File: src/design/met_pkg.sv
// Package for the Mandelbrot escape-time unit: widths, codes, shared types.
// No dependencies.
`default_nettype none
package met_pkg;
    localparam int FRAC_BITS_DEF  = 59;
    localparam int COUNT_BITS_DEF = 16;
    localparam int CW  = 62;
    localparam int ZW  = 64;
    localparam int PW  = 128;
    localparam int THW = 63;

    localparam logic [1:0] REASON_ESCAPED = 2'd0;
    localparam logic [1:0] REASON_LIMIT   = 2'd1;
    localparam logic [1:0] REASON_CYCLE   = 2'd2;

    localparam logic [1:0] REG_MAX_ITER = 2'd0;
    localparam logic [1:0] REG_PERIOD   = 2'd1;
    localparam logic [1:0] REG_THRESH   = 2'd2;

    typedef struct packed {
        logic start;
        logic busy;
    } t_mul_ctl;
endpackage
`default_nettype wire

File: src/design/met_serial_mul.sv
// Bit-serial unsigned 64x64 multiplier: one multiplier bit per cycle.
// Depends on met_pkg.
`default_nettype none
module met_serial_mul (
    input  wire logic                    i_clk,
    input  wire logic                    i_rst_n,
    input  wire logic                    i_start,
    input  wire logic [met_pkg::ZW-1:0]  i_a,
    input  wire logic [met_pkg::ZW-1:0]  i_b,
    output logic                         o_done,
    output logic [met_pkg::PW-1:0]       o_p
);
    logic [met_pkg::ZW-1:0] r_a, r_b;
    logic [met_pkg::PW-1:0] r_p;
    logic [6:0] r_cnt;
    logic       r_busy;
    logic [met_pkg::ZW:0] n_sum;

    // shift-add: high half accumulates, product shifts right one bit a cycle
    assign n_sum = {1'b0, r_p[met_pkg::PW-1:met_pkg::ZW]}
                 + (r_b[0] ? {1'b0, r_a} : '0);

    always_ff @(posedge i_clk) begin
        if (!i_rst_n) begin
            r_busy <= 1'b0;
            r_cnt  <= '0;
            o_done <= 1'b0;
        end else begin
            o_done <= 1'b0;
            if (i_start) begin
                r_busy <= 1'b1;
                r_cnt  <= '0;
                r_a    <= i_a;
                r_b    <= i_b;
                r_p    <= '0;
            end else if (r_busy) begin
                r_p   <= {n_sum, r_p[met_pkg::ZW-1:1]};
                r_b   <= r_b >> 1;
                r_cnt <= r_cnt + 7'd1;
                if (r_cnt == 7'd63) begin
                    r_busy <= 1'b0;
                    o_done <= 1'b1;
                end
            end
        end
    end
    assign o_p = r_p;
endmodule
`default_nettype wire

File: src/design/mandelbrot_escape_time_unit.sv
// Top level of the Mandelbrot escape-time unit: sequencer, registers, handshakes.
// Depends on met_pkg and met_serial_mul.
//  channel   dir  handshake                 payload
//  s_axis    in   s_axis_tvalid/tready      tdata {c_imag, c_real}
//  m_axis    out  m_axis_tvalid/tready      tdata {end_reason, iteration_count}
//  cfg       in   i_cfg_valid/o_cfg_ready   index, data
// One point at a time. Each iteration is a test state and two rounds of the paired
// bit-serial multipliers (zr*zi, then zr^2 and zi^2).
// Cycle detection adds a distance round and a check state to each iteration.
// Reset restores register defaults.
// While a result waits in the output register tready stays low.
`default_nettype none
module mandelbrot_escape_time_unit #(
    parameter int FRAC_BITS  = met_pkg::FRAC_BITS_DEF,
    parameter int COUNT_BITS = met_pkg::COUNT_BITS_DEF
) (
    input  wire logic         i_clk,
    input  wire logic         i_rst_n,
    input  wire logic         s_axis_tvalid,
    output logic              s_axis_tready,
    input  wire logic [127:0] s_axis_tdata,   // [61:0] c_real, [123:62] c_imag
    output logic              m_axis_tvalid,
    input  wire logic         m_axis_tready,
    output logic [23:0]       m_axis_tdata,   // [15:0] iteration_count, [17:16] end_reason
    input  wire logic         i_cfg_valid,
    output logic              o_cfg_ready,
    input  wire logic [1:0]   i_cfg_index,
    input  wire logic [63:0]  i_cfg_data
);
    localparam int ZW = met_pkg::ZW;
    localparam int PW = met_pkg::PW;
    localparam int FOURPOS = 2 * FRAC_BITS + 2;

    typedef enum logic [2:0] {
        S_IDLE, S_TEST, S_MUL1, S_MUL2, S_DIST, S_CHECK, S_OUT
    } t_state;

    t_state r_state;
    logic [15:0] r_max, r_period;
    logic [62:0] r_thr;
    logic [ZW-1:0] r_cr, r_ci, r_zr, r_zi, r_rr, r_ri;
    logic [PW-1:0] r_sqr, r_sqi;
    logic          r_pneg;
    logic [COUNT_BITS-1:0] r_n, r_lim;
    logic [15:0] r_pc;
    logic [15:0] r_cnt_out;
    logic [1:0]  r_reason;
    logic        r_dist_ok;
    logic        r_kick;

    logic          m_start;
    logic [ZW-1:0] m0_a, m0_b, m1_a, m1_b;
    logic          m0_done, m1_done;
    logic [PW-1:0] m0_p, m1_p;

    met_serial_mul u_mul0 (.i_clk(i_clk), .i_rst_n(i_rst_n), .i_start(m_start),
        .i_a(m0_a), .i_b(m0_b), .o_done(m0_done), .o_p(m0_p));
    met_serial_mul u_mul1 (.i_clk(i_clk), .i_rst_n(i_rst_n), .i_start(m_start),
        .i_a(m1_a), .i_b(m1_b), .o_done(m1_done), .o_p(m1_p));

    function automatic logic [ZW-1:0] magn(input logic [ZW-1:0] x);
        return x[ZW-1] ? (~x + ZW'(1)) : x;
    endfunction

    function automatic logic [ZW-1:0] absdiff(input logic [ZW-1:0] a, input logic [ZW-1:0] b);
        return ($signed(a) >= $signed(b)) ? a - b : b - a;
    endfunction

    logic [ZW-1:0] dr, di, n_zi, n_zr;
    logic [PW-1:0] prod_s, diff, mag_sum, four;
    logic [COUNT_BITS:0] cmax;
    logic [16:0] max_ext;

    assign four    = PW'(1) << FOURPOS;
    assign mag_sum = r_sqr + r_sqi;
    assign dr      = absdiff(r_zr, r_rr);
    assign di      = absdiff(r_zi, r_ri);
    // signed zr*zi straight from the multiplier as its round ends
    assign prod_s  = r_pneg ? (~m0_p + PW'(1)) : m0_p;
    assign diff    = r_sqr - r_sqi;
    assign n_zi    = ZW'(prod_s >> (FRAC_BITS - 1)) + r_ci;
    assign n_zr    = ZW'(diff >> FRAC_BITS) + r_cr;
    assign cmax    = {1'b0, {COUNT_BITS{1'b1}}};
    assign max_ext = {1'b0, r_max};

    always_comb begin
        m_start = r_kick;
        m0_a = magn(r_zr); m0_b = magn(r_zi);
        m1_a = '0;         m1_b = '0;
        unique case (r_state)
            S_MUL2: begin m0_a = magn(r_zr); m0_b = magn(r_zr);
                          m1_a = magn(r_zi); m1_b = magn(r_zi); end
            S_DIST: begin m0_a = dr; m0_b = dr; m1_a = di; m1_b = di; end
            default: ;
        endcase
        if ((r_state == S_TEST) && (mag_sum <= four) && (r_n < r_lim))
            m_start = 1'b1;
    end

    logic [63:0] s1, s2;
    assign s1 = m0_p[63:0];
    assign s2 = m1_p[63:0];

    always_ff @(posedge i_clk) begin
        if (!i_rst_n) begin
            r_state <= S_IDLE;
            r_max <= 16'd256; r_period <= 16'd0;
            r_thr <= 63'd3323069989462290;
            m_axis_tvalid <= 1'b0;
            r_kick <= 1'b0;
        end else begin
            if (m_axis_tvalid && m_axis_tready) m_axis_tvalid <= 1'b0;
            if (i_cfg_valid) begin
                unique case (i_cfg_index)
                    met_pkg::REG_MAX_ITER: r_max    <= i_cfg_data[15:0];
                    met_pkg::REG_PERIOD:   r_period <= i_cfg_data[15:0];
                    met_pkg::REG_THRESH:   r_thr    <= i_cfg_data[62:0];
                    default: ;
                endcase
            end
            // start pulse for the squares round and the distance round
            r_kick <= ((r_state == S_MUL1) && m0_done)
                   || ((r_state == S_MUL2) && m0_done && (r_period != 16'd0));
            unique case (r_state)
                S_IDLE: if (s_axis_tvalid && s_axis_tready) begin
                    r_cr <= ZW'($signed(s_axis_tdata[61:0]));
                    r_ci <= ZW'($signed(s_axis_tdata[123:62]));
                    r_zr <= '0; r_zi <= '0; r_rr <= '0; r_ri <= '0;
                    r_sqr <= '0; r_sqi <= '0; r_n <= '0; r_pc <= '0;
                    r_lim <= (max_ext < 17'(cmax)) ? COUNT_BITS'(r_max)
                                                   : {COUNT_BITS{1'b1}};
                    r_state <= S_TEST;
                end
                S_TEST: begin
                    if (mag_sum > four) begin
                        r_reason <= met_pkg::REASON_ESCAPED;
                        r_cnt_out <= 16'(r_n); r_state <= S_OUT;
                    end else if (r_n >= r_lim) begin
                        r_reason <= met_pkg::REASON_LIMIT;
                        r_cnt_out <= 16'(r_n); r_state <= S_OUT;
                    end else begin
                        r_pneg <= r_zr[ZW-1] ^ r_zi[ZW-1];
                        r_state <= S_MUL1;
                    end
                end
                S_MUL1: if (m0_done) begin
                    r_zr <= n_zr; r_zi <= n_zi;
                    r_n <= r_n + COUNT_BITS'(1);
                    r_pc <= (r_pc + 16'd1 == r_period) ? 16'd0 : r_pc + 16'd1;
                    r_state <= S_MUL2;
                end
                S_MUL2: if (m0_done && m1_done) begin
                    r_sqr <= m0_p; r_sqi <= m1_p;
                    r_state <= (r_period != 16'd0) ? S_DIST : S_TEST;
                end
                S_DIST: begin
                    r_dist_ok <= (dr[63:32] == '0) && (di[63:32] == '0);
                    if (m0_done && m1_done) r_state <= S_CHECK;
                end
                S_CHECK: begin
                    if (r_dist_ok && (s1 < {1'b0, r_thr})
                        && (s2 < ({1'b0, r_thr} - s1))) begin
                        r_reason <= met_pkg::REASON_CYCLE;
                        r_cnt_out <= 16'(r_lim); r_state <= S_OUT;
                    end else begin
                        if (r_pc == 16'd0) begin r_rr <= r_zr; r_ri <= r_zi; end
                        r_state <= S_TEST;
                    end
                end
                S_OUT: if (!m_axis_tvalid) begin
                    m_axis_tvalid <= 1'b1;
                    r_state <= S_IDLE;
                end
                default: r_state <= S_IDLE;
            endcase
        end
    end

    assign s_axis_tready = (r_state == S_IDLE) && !m_axis_tvalid;
    assign o_cfg_ready   = 1'b1;
    assign m_axis_tdata  = {6'd0, r_reason, r_cnt_out};
endmodule
`default_nettype wire
File: config.mk
export PLATFORM = sky130hd
export DESIGN_NAME = mandelbrot_escape_time_unit
export DESIGN_NICKNAME = d
export VERILOG_FILES = /design/src/design/met_pkg.sv /design/src/design/met_serial_mul.sv /design/src/design/mandelbrot_escape_time_unit.sv
export SDC_FILE = /design/constraint.sdc
export NUM_CORES = 2
export LEC_CHECK = 0
export BUFFER_PORTS_ARGS = -buffer_cell sky130_fd_sc_hd__buf_2
export CAP_MARGIN = 40
export CORE_UTILIZATION = 35
export CTS_CLUSTER_DIAMETER = 80
export DETAILED_ROUTE_END_ITERATION = 6
export SYNTH_ARGS = -nofsm -noshare
export SYNTH_HDL_FRONTEND = slang
export SYNTH_HIERARCHICAL = 1
export SYNTH_SLANG_ARGS = --single-unit
File: constraint.sdc
create_clock -name i_clk -period 20 [get_ports i_clk]
set_clock_uncertainty 0.05 [all_clocks]
set_input_delay 1 -clock i_clk [delete_from_list [all_inputs] [get_ports i_clk]]
set_output_delay 1 -clock i_clk [all_outputs]
set_load 0.05 [all_outputs]
* Word-level counts from Yosys, hierarchy flattened *
Cells that the tools add are included.

storage, ports and cells
  word-level logic and storage cells = 200
  bits in read-only memories = 0
  output and inout bits = 27
  latch bits = 0
  input bits = 199
  memories = 0
  register bits = 1334
  RAM bits = 0

cells by class
  bitwise operators = 9
  muxes and demuxes = 68
  reduce and logical (&&, ||, !) cells = 43
  shifts and indexed selects = 0
  eq/ne operators = 20
  divide/modulo/power cells = 0
  multipliers = 0
  $lt $le $gt $ge = 9
  add/sub/neg operators = 18

operators with widths
  operator                                                                               count
  64-bit 2-to-1 mux                                                                      18
  64-bit case mux with 2 select lines                                                    6
  128-bit 2-to-1 mux                                                                     5
  128-bit case mux with 2 select lines                                                   2
  64-bit subtractor                                                                      4
  128-bit adder                                                                          1
  64-bit by 1-bit adder with 64-bit output (second input constant)                       2
  64-bit adder                                                                           2
  64-bit >= comparator                                                                   2
  128-bit by 121-bit greater-than comparator with 1-bit output (second input constant)   1
  128-bit by 121-bit less-or-equal comparator with 1-bit output (second input constant)  1
  64-bit NOT                                                                             2
  123-bit subtractor                                                                     1
  122-bit by 1-bit adder with 122-bit output (second input constant)                     1
  122-bit 2-to-1 mux                                                                     1
  122-bit NOT                                                                            1
  16-bit 2-to-1 mux                                                                      7
  16-bit case mux with 2 select lines                                                    3
  64-bit by 64-bit adder with 65-bit output                                              1
  64-bit by 65-bit adder with 65-bit output                                              1
  32-bit logical NOT                                                                     2
  64-bit by 63-bit less-than comparator with 1-bit output                                1
  64-bit less-than comparator                                                            1
  63-bit by 64-bit subtractor with 64-bit output                                         1
  36 further kinds                                                                       100

* Depth between registers and ports, before layout *
  word-level depth = 7
  mapped depth = 37

* Hierarchy *
Netlist, hierarchy kept.

by module, submodules not included
  module                       instances  area an instance (sq um)  cells each  sequential area each (sq um)
  mandelbrot_escape_time_unit  1          79299.8                   9871        23142.2
  met_serial_mul at u_mul0     1          13933.4                   1161        7867.5
  met_serial_mul at u_mul1     1          13584.3                   1113        7867.5

* Worst setup path before layout *
No wires, ideal clock.

  path type = reg-to-reg
  from = register r_state[2]
  to = register r_sqi[0] (enable)
  setup slack = 4.385 ns
  clock period less this slack = 15.615 ns
  data arrival time = 14.607 ns
  cell stages (with the launch flop) = 5
  buffers on the path = 1
  required time = 18.993 ns
  path through = dfxtp_1 clkbuf_1 nor4_1 nand2_1 a21oi_1

between the ends
  longest elaborated chain between the ends = 5
  elaborated cells between the ends (all ways) = 8

RTL lines
  element                          RTL line                            RTL
  start: declaration               mandelbrot_escape_time_unit.sv:38   t_state r_state;
  start signal: assignment         mandelbrot_escape_time_unit.sv:154  r_state <= (r_period != 16'd0) ? S_DIST : S_TEST;
  3-bit logical NOT                mandelbrot_escape_time_unit.sv:179  assign s_axis_tready = (r_state == S_IDLE) && !m_axis_tvalid;
  1-bit logical AND                mandelbrot_escape_time_unit.sv:179
  net s_axis_tready                mandelbrot_escape_time_unit.sv:20   output logic s_axis_tready,
  1-bit logical AND                mandelbrot_escape_time_unit.sv:125  S_IDLE: if (s_axis_tvalid && s_axis_tready) begin
  2-bit inequality test (no line)  --
  4-bit AND reduction (no line)    --
  end signal: assignment           mandelbrot_escape_time_unit.sv:153  r_sqr <= m0_p; r_sqi <= m1_p;
  end: declaration                 mandelbrot_escape_time_unit.sv:42   logic [PW-1:0] r_sqr, r_sqi;

The timed path passes the listed nets, and every way through them passes these cells.
A chain may end at the register's enable or synchronous reset.

* Worst setup path in the final report *
  from = register r_sqi[47]
  to = register u_mul1/r_b[52] (netlist bit) (enable)

between the ends
  longest elaborated chain between the ends = 7

RTL lines
  element                                                        RTL line                           RTL
  128-bit adder                                                  mandelbrot_escape_time_unit.sv:75  assign mag_sum = r_sqr + r_sqi;
  128-bit by 121-bit less-or-equal comparator with 1-bit output  mandelbrot_escape_time_unit.sv:96  if ((r_state == S_TEST) && (mag_sum <= four) && (r_n < r_lim))
  1-bit logical AND (2 in series)                                mandelbrot_escape_time_unit.sv:96
  1-bit 2-to-1 mux                                               mandelbrot_escape_time_unit.sv:96
  net m_start                                                    mandelbrot_escape_time_unit.sv:51  logic m_start;
  2-bit nonzero test (no line)                                   --
  2-bit AND reduction (no line)                                  --
  end signal: assignment                                         met_serial_mul.sv:34               r_b <= i_b;
  end signal: assignment                                         met_serial_mul.sv:38               r_b <= r_b >> 1;
  end: declaration                                               met_serial_mul.sv:13               logic [met_pkg::ZW-1:0] r_a, r_b;

The timed path passes the listed nets, and every way through them passes these cells.

==> qor.csv <==
stage;metric;value;unit
worst_setup_path;Req. time, crit path;20.41;ns
cells_and_area;Area growth syn-to-layout;10.6;%
grt;grt peak-use layer;met1;
worst_setup_path;Slowest cell on crit path;a221oi_1;
route;via count;97300;
cells_and_area;layout cells sized above 1;0.0798;
grt;vias in the first global route;91100;
route;wire per inst;27.5;um
worst_setup_path;critical-path cell list;inv_1, ha_1, inv_1, a21oi_1, o31ai_1, buf_2, a21oi_1, o21ai_0, a221oi_1, nand4_1, nor4_1, and3_1, o2111ai_1, a2111o_1, nor4_1, nand4_1, o41ai_2, buf_4, nand4_1, o21bai_4, o21a_4, buf_4, buf_4;
pwr;Logic pwr share;0.464;
timing;Setup violations, final;0;
floorplan;core area;303000;um2
grt;first-pass GRT wire length;639000;um
cells_and_area;register area;38900;um2
grt;met2 global-route usage;0.408;
pwr;Clock power frac;0.248;
cells_and_area;fin nets;13300;
logic_synthesis;Seq cells post-synth;1334;
placement;Final GP Congestion;1.03;
grt;routing usage on met1;0.418;
logic_synthesis;Seq/Total Area, Yosys;0.364;
worst_setup_path;buffers and inverters on the worst path;6;
grt;met3 usage;0.0351;
worst_setup_path;critical path endpoint category;flip-flop;
placement;HPWL after DPL;365000;um
pwr;Seq pwr share;0.288;
logic_synthesis;Synth Area per Inst;8.80;um2
floorplan;row cnt;202;
pwr;final total power;12.5;mW
clocking;Inserted Clock Buffers;163;
status;failing checks;DRC;
grt;initial antenna violation count;50;
status;status;finished, violations left;
worst_setup_path;Crit Path Max Fanout;61;
placement;I/O Buffers;213;
logic_synthesis;Post-synth EDFFs;1216;
worst_setup_path;CP Launch Point;r_sqi[47];
pwr;worst vdd ir;0.0660;mV
logic_synthesis;ys async rst share;0;
worst_setup_path;cell count along the critical path;23;
timing;fin. max-slew vios;0;
worst_setup_path;type of the worst setup path;flip-flop to flip-flop;
floorplan;Top Ports;226;
route;Detail Route Antenna Nets;0;
floorplan;Starting Density;0.352;
floorplan;Die Span X;554;um
clocking;postcts setup bufs;0;
logic_synthesis;Synth Flop Type;edfxtp_1;
grt;largest net degree at the start of global routing;142;
clocking;Max H-tree Level;4;
floorplan;Die ar.;307000;um2
route;Post-Route WL;448000;um
worst_setup_path;RR Endpoint;u_mul1/r_b[52];
logic_synthesis;library cells used by synthesis;121;
run;# Max-Cap Violations;0;
worst_setup_path;Largest stage delay, worst path;0.83;ns
clocking;hold_buf cts;0;
grt;GRT Total Usage;0.280;
timing;Final period util;0.560;
pwr;switch share;0.441;
cells_and_area;# fillers;31000;
worst_setup_path;cell family with most CP delay;compound AO/OA/AOI/OAI gates;
timing;Hold Fails Final Rpt;0;
worst_hold_path;Hold Path End;r_ci[4];
route;DRT Pass-1 Iters;7;
logic_synthesis;Ys Warns;6;
cells_and_area;area of the multi-input gates;63200;um2
pwr;Psw;5.52;mW
worst_setup_path;reg2reg start;r_sqi[47];
clocking;Max Root-Sink Buffers;4;
worst_setup_path;crit path DAT;11.60;ns
logic_synthesis;Synth Instances;12100;
clocking;Worst-Skew Late Latency;0.89;ns
worst_hold_path;hold path cells;1;
timing;Fmax;89.3;MHz
pwr;pwr dens;106;nW/um2
route;Initial DRC Count;11400;
logic_synthesis;Post-Syn Area;107000;um2
grt;remaining global-route overflow;0;
cells_and_area;Final Core Density;0.390;
route;drt via density;5.97;
clocking;CTS clock-pin slew for the worst setup and hold paths;0.06;ns
timing;Setup TNS;0;ns
worst_setup_path;flop-to-flop setup slack;8.80;ns
clocking;CTS resizes;0;
clocking;TritonCTS clock tree;built;
timing;max_slew headroom;0.201;
timing;RSZ-0062 raised after global routing;false;
route;DRC viols;1;
worst_setup_path;r2r worst-path depth;23;
timing;actual slew at the worst max-slew pin;1.20;ns
worst_setup_path;startpoint types;flip-flop;
floorplan;chip height;554;um
worst_hold_path;HP Class;input port to flip-flop;
worst_hold_path;hold_sp;s_axis_tdata[66];
clocking;TritonCTS Sinks;1334;
clocking;clock root cell;clkbuf_16;
timing;Min Clock Period, post-route;11.20;ns
pwr;leak pwr;46.0;nW
pwr;cell internal pwr;6.99;mW
==> registers in the layout (all words and copies together), names as in the netlist, 63 cells and up <==
| register | cells |
|---|---|
| r_sqr | 128 |
| r_zr | 64 |
| u_mul1/r_b | 64 |
| u_mul1/o_p | 128 |
| u_mul1/r_a | 64 |
| r_rr | 64 |
| u_mul0/o_p | 128 |
| r_ri | 64 |
| u_mul0/r_b | 64 |
| u_mul0/r_a | 64 |
| r_zi | 64 |
| r_thr | 63 |
| r_sqi | 128 |
==> metrics by stage <==
stage | worst slack [ns] | area [um2] | hold WS, ns | std cells
detailed placement | 9.34 | 113000 | 0.368 | 16000
floorplan | 4.39 | 107000 | 0.385 | 12200
finish | 8.80 | 118000 | 0.239 | 16300
CTS | 9.26 | 118000 | 0.175 | 16300
global route | 8.94 | 118000 | 0.216 | 16300
global placement | 9.20 | 112000 | 0.361 | 15900
==> layout make-up <==
cell class / instances / share of cell area
multi-input cells: 9512 / 0.535
flip-flops and latches: 1334 / 0.329
well taps: 3978 / 0.0421
clock buffers: 197 / 0.0375
repair buffers: 441 / 0.0236
inverters: 730 / 0.0232
clock inverters: 95 / 0.00918
diodes: 13 / 0.000275
==> worst max path at each step <==
stage / endpoint / slack [ns]
final: u_mul1/r_b[52] / 8.80
after global routing: u_mul1/r_b[52] / 8.94
after CTS: u_mul1/r_b[52] / 9.26
after detailed placement: u_mul1/r_b[63] / 9.34
after global placement: r_zr[59] / 9.20
after floorplan: r_sqi[0] / 4.39
==> cells in the mapped netlist, types with 19 or more instances <==
master,number,area (um2)
a2111oi_0,30,263
a211o_1,22,193
a211oi_1,84,631
a21boi_0,37,278
a21o_1,346,2600
a21oi_1,1239,6200
a221o_1,29,290
a221oi_1,45,394
a31oi_1,97,607
and2_1,383,2400
and3_1,71,444
buf_1,37,139
clkbuf_1,517,1940
dfxtp_1,118,2360
edfxtp_1,1216,36500
ha_1,906,11300
inv_1,721,2710
mux2_2,141,1590
mux2i_1,93,931
nand2_1,982,3690
nand2b_1,98,613
nand3_1,248,1240
nand4_1,245,1530
nor2_1,1122,4210
nor2b_1,258,1610
nor3_1,172,861
nor3b_1,20,150
nor4_1,199,1240
o2111ai_1,19,166
o211ai_1,81,608
o21a_1,93,698
o21ai_0,705,3530
o21bai_1,188,1410
o221ai_1,50,438
o22ai_1,66,413
o31a_1,23,201
o31ai_1,168,1260
o41ai_1,35,307
or2_2,40,250
or3_1,63,394
or4_1,37,278
xnor2_1,525,4600
xor2_1,196,1720
==> routing by layer <==
metal / wire length (um) / part of all wire
met1: 210000 / 0.47
met2: 184000 / 0.41
met3: 34700 / 0.077
met4: 19400 / 0.043
met5: 97 / 0.00022
==> power by group through the flow <==
stage | clock, mW | sequential (mW) | combinational [mW]
5_1_grt | 3.24 | 3.62 | 6.14
4_1_cts | 3.16 | 3.59 | 5.63
2_1_floorplan | 0 | 3.63 | 3.54
3_5_place_dp | 0 | 3.65 | 5.59
6_report | 3.10 | 3.60 | 5.81
3_3_place_gp | 0 | 3.65 | 5.59
==> layout by cell type, fill, tap and decap left out, types with 169 or more instances in the layout <==
cell type | netlist | final
a21o_1 | 346 | 346
a21oi_1 | 1239 | 1237
and2_1 | 383 | 381
buf_2 | 12 | 264
clkbuf_16 | 0 | 169
edfxtp_1 | 1216 | 1216
ha_1 | 906 | 906
inv_1 | 721 | 721
nand2_1 | 982 | 981
nand3_1 | 248 | 246
nand4_1 | 245 | 245
nor2_1 | 1122 | 1118
nor2b_1 | 258 | 258
nor3_1 | 172 | 172
nor4_1 | 199 | 195
o21ai_0 | 705 | 704
o21bai_1 | 188 | 187
xnor2_1 | 525 | 525
xor2_1 | 196 | 196
==> cell families after synthesis <==
family                   Yosys count  synth area share
XOR/XNOR                         721            0.0591
other                              2         0.0000703
flip-flops                      1334             0.364
AND/OR/NAND/NOR                 4034             0.185
multiplexers                     240            0.0242
buffers and inverters           1304            0.0462
adder cells (fa/ha/maj)          916             0.108
AO/OA/AOI/OAI                   3594             0.213
Note: power is estimated with default switching activity, not from simulation.
